$ cat src/hw/rtl/epd_pkg.sv
// Shared types and constants for the e-paper pixel drive generator.
// Used by epd_drive_encode and epd_pixel_drive_waveform; depends on nothing else.
`timescale 1ns / 1ps

package epd_pkg;

   // Field widths of the request, response and state word.
   localparam int PIX_W      = 8;
   localparam int GROUP_W    = 15;
   localparam int DRIVE_W    = 8;
   localparam int WORD_W     = 32;
   localparam int PAIR_W     = 8;
   localparam int PAIRS      = WORD_W / PAIR_W;
   localparam int CSR_IDX_W  = 1;
   localparam int CSR_DATA_W = 2;

   // Register indexes on the csr port.
   localparam logic [CSR_IDX_W-1:0] CSR_MODE           = 1'b0;
   localparam logic [CSR_IDX_W-1:0] CSR_IMAGE_TO_WHITE = 1'b1;

   // Operating modes; the unused code behaves as idle.
   localparam logic [1:0] MODE_IDLE  = 2'd0;
   localparam logic [1:0] MODE_IMAGE = 2'd1;
   localparam logic [1:0] MODE_VIDEO = 2'd2;

   // Source-driver codes.
   localparam logic [1:0] DRV_NONE = 2'b00;
   localparam logic [1:0] DRV_POS  = 2'b01;
   localparam logic [1:0] DRV_NEG  = 2'b10;

   // Pair state byte: [7:5] first counter, [4:2] second counter, [1] first colour,
   // [0] second colour. The mask keeps the counters of pixels whose colour held.
   localparam logic [PAIR_W-1:0] KEEP_ON_CHANGE [4] = '{8'hfc, 8'he0, 8'h1c, 8'h00};
   localparam logic [PAIR_W-1:0] CNT_A_SAT = 8'h80;
   localparam logic [PAIR_W-1:0] CNT_B_SAT = 8'h10;
   localparam logic [PAIR_W-1:0] STEP_MASK = 8'h24;
   localparam logic [2:0]        CNT_MAX   = 3'd4;

   typedef struct packed {
      logic [1:0] mode;
      logic       image_to_white;
   } cfg_type;

   typedef struct packed {
      logic [DRIVE_W-1:0] first_drive;
      logic [DRIVE_W-1:0] second_drive;
      logic [WORD_W-1:0]  next_word;
      logic               state_we;
   } drive_type;

endpackage

$ cat src/hw/rtl/epd_drive_encode.sv
// Drive-code encoder: image, video and idle modes for one pixel byte.
// Depends on epd_pkg; purely combinational, used by epd_pixel_drive_waveform.
`timescale 1ns / 1ps

module epd_drive_encode
   import epd_pkg::*;
(
   input  cfg_type             cfg,
   input  logic [PIX_W-1:0]    pixel_byte,
   input  logic [WORD_W-1:0]   state_word,
   output drive_type           drive
);

   logic [2*PIX_W-1:0] image_codes;
   logic [2*PIX_W-1:0] video_codes;
   logic [WORD_W-1:0]  video_word;

   // Image mode: every set pixel gets the one configured code.
   always_comb begin
      for (int k = 0; k < PIX_W; k++) begin
         image_codes[2*k +: 2] = pixel_byte[k] ?
            (cfg.image_to_white ? DRV_NEG : DRV_POS) : DRV_NONE;
      end
   end

   // Video mode: one lane per pixel pair, each with two saturating counters.
   for (genvar p = 0; p < PAIRS; p++) begin : g_pair
      logic [PAIR_W-1:0] st_old;
      logic [PAIR_W-1:0] st_mix;
      logic [PAIR_W-1:0] st_new;
      logic [1:0]        dir;
      logic [3:0]        nib;

      assign st_old = state_word[PAIR_W*p +: PAIR_W];
      assign dir    = pixel_byte[PIX_W-2-2*p +: 2];

      // A changed colour restarts its counter; the new colours are stored.
      assign st_mix = (st_old & KEEP_ON_CHANGE[st_old[1:0] ^ dir]) | {6'd0, dir};

      // Drive while the counter is below its limit.
      assign nib[3:2] = ((st_mix & CNT_A_SAT) != '0) ? DRV_NONE :
                        (dir[1] ? DRV_POS : DRV_NEG);
      assign nib[1:0] = ((st_mix & CNT_B_SAT) != '0) ? DRV_NONE :
                        (dir[0] ? DRV_POS : DRV_NEG);

      // Count up each counter that has not yet saturated.
      assign st_new = st_mix + ((~st_mix >> 2) & STEP_MASK);

      assign video_codes[4*(PAIRS-1-p) +: 4] = nib;
      assign video_word[PAIR_W*p +: PAIR_W]  = st_new;
   end

   // Mode select; only video mode touches the state store.
   always_comb begin
      drive.next_word = video_word;
      drive.state_we  = 1'b0;
      unique case (cfg.mode)
         MODE_IMAGE: begin
            {drive.first_drive, drive.second_drive} = image_codes;
         end
         MODE_VIDEO: begin
            {drive.first_drive, drive.second_drive} = video_codes;
            drive.state_we = 1'b1;
         end
         default: begin
            {drive.first_drive, drive.second_drive} = '0;
         end
      endcase
   end

endmodule
$ cat config.mk
export PLATFORM = sky130hd
export DESIGN_NAME = epd_drive_encode
export DESIGN_NICKNAME = d
export VERILOG_FILES = /design/src/hw/rtl/epd_pkg.sv /design/src/hw/rtl/epd_drive_encode.sv
export SDC_FILE = /design/constraint.sdc
export NUM_CORES = 1
export LEC_CHECK = 0
export ABC_AREA = 1
export BUFFER_PORTS_ARGS = -buffer_cell sky130_fd_sc_hd__buf_4
export CELL_PAD_IN_SITES_DETAIL_PLACEMENT = 0
export CELL_PAD_IN_SITES_GLOBAL_PLACEMENT = 1
export CORE_ASPECT_RATIO = 1.75
export CORE_MARGIN = 5
export CORE_UTILIZATION = 25
export DETAILED_ROUTE_END_ITERATION = 10
export PLACE_DENSITY_LB_ADDON = 0.1
export RECOVER_POWER = 100
export SLEW_MARGIN = 0
export SYNTH_ARGS = -nofsm -noshare
export SYNTH_HDL_FRONTEND = slang
export SYNTH_SLANG_ARGS = --single-unit
$ cat constraint.sdc
create_clock -name vclk -period 1.58
set_input_delay 0.079 -clock vclk [all_inputs]
set_output_delay 0.079 -clock vclk [all_outputs]
set_load 0.01 [all_outputs]
==> metrics.txt <==
WL/cell=10.7 um; Peak Freq=679 MHz; Setup WS pre-CTS=46.2 ps; Initial Util=25.2%; Tot GR Track Use=11.6%; Seq cells=0; setup TNS=0 ps; vias in the first global route=1,528; MaxCap Viol Count=0; switching power=303 uW; cell taking the most area after synthesis=nand2_1; hold_sp=pixel_byte[0]; antenna violations before repair=0; status=completed; final number of setup-violating endpoints=0; Inst Count DP=350; Area contributors post-synth=nand2_1, ha_1, inv_1; Die Footprint=6190 um^2; count leader, synth=nand2_1; Layout area overhead=53.7%; Final Hold Viols=0; std cell rows=33; Leak=1.06 nW; Pre-antenna DRT Iters=4; DR vias=1,556; Via density=4.43; Slew headroom=75.4%; crit path max fanout=4; die width=61.7 um; Register Area=0 um^2; Netlist cell types=23; Sw Ratio=53.2%; largest net degree at the start of global routing=15; dpl hpwl=3470 um; clock buffer count=0; Non-Filler Instances=351; DRT antenna net count=0; synthesized area=1170 um^2; Core Area=4620 um^2; combinational share of power=100.0%; first-pass GRT wire length=5870 um; port bufs=92; power consumption=570 uW; Iter 0 DRT Violations=30; Hold Path Class=in -> out; IO Pins=92; Hold EP=drive[25]; fin nets=359; min Tclk post-route=1470 ps; peak supply drop=137 uV; RSZ-0062 raised after global routing=true; Flop pwr share=0%; final design utilization=38.8%; syn_nets=268; total congestion overflow=0; RePlAce Congestion=0.719; Syn Area/Cell=5.56 um^2; Critical Path Sink Type=output port; Slew Limit Fails=0; Final WS setup=108 ps; Clk network pwr share=0%; YS warnings=0; Crit Path Category=in -> out; sequential fraction of the synthesis area=0%; Critical Path Start Type=input pin; Commonest cells post-synth=nand2_1, inv_1, ha_1; layout cell share with drive strength beyond 1=29.1%; Final Cycle Share=93.2%; Internal Power=266 uW; Die Y=100 um; share of the synthesized area in the top cell type=18.3%; slew at the pin closest to its max-slew limit=369 ps; worst hold path depth=2; Worst EP required=1500 ps; Synth Instances=210; DRT Wirelength=3770 um; number of diodes=0; Data arrival, critical path=1390 ps; FILL cells=578; Power Density=318 nW/um^2; hold buffers post-CTS=0; DRC=0
[worst max-delay path, stage by stage]
cell     delay [ps]
buf_4            90
inv_1            60
or2_4           250
nand2_2          90
nor2_1           50
ha_1            320
nand4_1         100
nand2_1          80
nand2_1          50
nand2_1          50
nand2_1          40
buf_4           130
[repair_timing]
action	4_1_cts	5_1_grt
buffers inserted	0	1
gates resized for setup	0	13
endpoints found under the setup margin	0	6
[final cells by class]
type | instances | area, um^2 | share of cell area (%)
Multi-Input combinational cell | 153 | 922 | 51.4
Timing Repair Buffer | 99 | 628 | 35.0
Inverter | 47 | 179 | 9.97
Tap cell | 52 | 65.1 | 3.63
[cell families (layout without fill, tap and decap cells)]
kind of cell | count (synthesis) | in the layout | share of synthesized area (%)
AND/OR/NAND/NOR | 103 | 103 | 43.3
XOR/XNOR | 8 | 8 | 6.65
buffers and inverters | 57 | 146 | 21.3
AO/OA/AOI/OAI | 27 | 27 | 12.6
adder cells (fa/ha/maj) | 15 | 15 | 16.1
[stage by stage]
step	area, um^2	hold slack, ps
3_3_place_gp	1900	359
2_1_floorplan	1170	250
3_5_place_dp	1900	357
5_1_grt	1790	381
4_1_cts	1900	358
6_report	1790	367
[layout by cell type (no fill, tap or decap), drive strengths merged]
master / n
and3: 2
or2: 2
clkbuf: 34
xnor2: 7
inv: 47
a21oi: 14
o21ai: 11
nand4: 6
buf: 65
xor2: 1
nand3b: 1
a211oi: 2
nand3: 14
ha: 15
nand2: 63
nor2: 15
[layer usage]
metal | GRT usage [%] | part of all wire, %
met1 | 9.96 | 32
met2 | 25.6 | 59
met3 | 2.70 | 9.4
met4 | 0 | 0
met5 | 0 | 0
[how the worst max path moves through the flow]
stage	from	to	slack [ps]	cells after the start
global route	pixel_byte[0]	drive[32]	-30	15
finish	pixel_byte[5]	drive[16]	110	12
global placement	pixel_byte[1]	drive[32]	50	12
floorplan	pixel_byte[6]	drive[7]	380	10
CTS	pixel_byte[1]	drive[32]	50	12
detailed placement	pixel_byte[1]	drive[32]	50	12
[power groups by stage]
stage / clock, mW / sequential, mW / combinational (mW)
after floorplan: 0 / 0 / 0.332
after global placement: 0 / 0 / 0.632
after detailed placement: 0 / 0 / 0.631
after CTS: 0 / 0 / 0.634
after global routing: 0 / 0 / 0.644
final: 0 / 0 / 0.570
(Power assumes the default switching activity.)
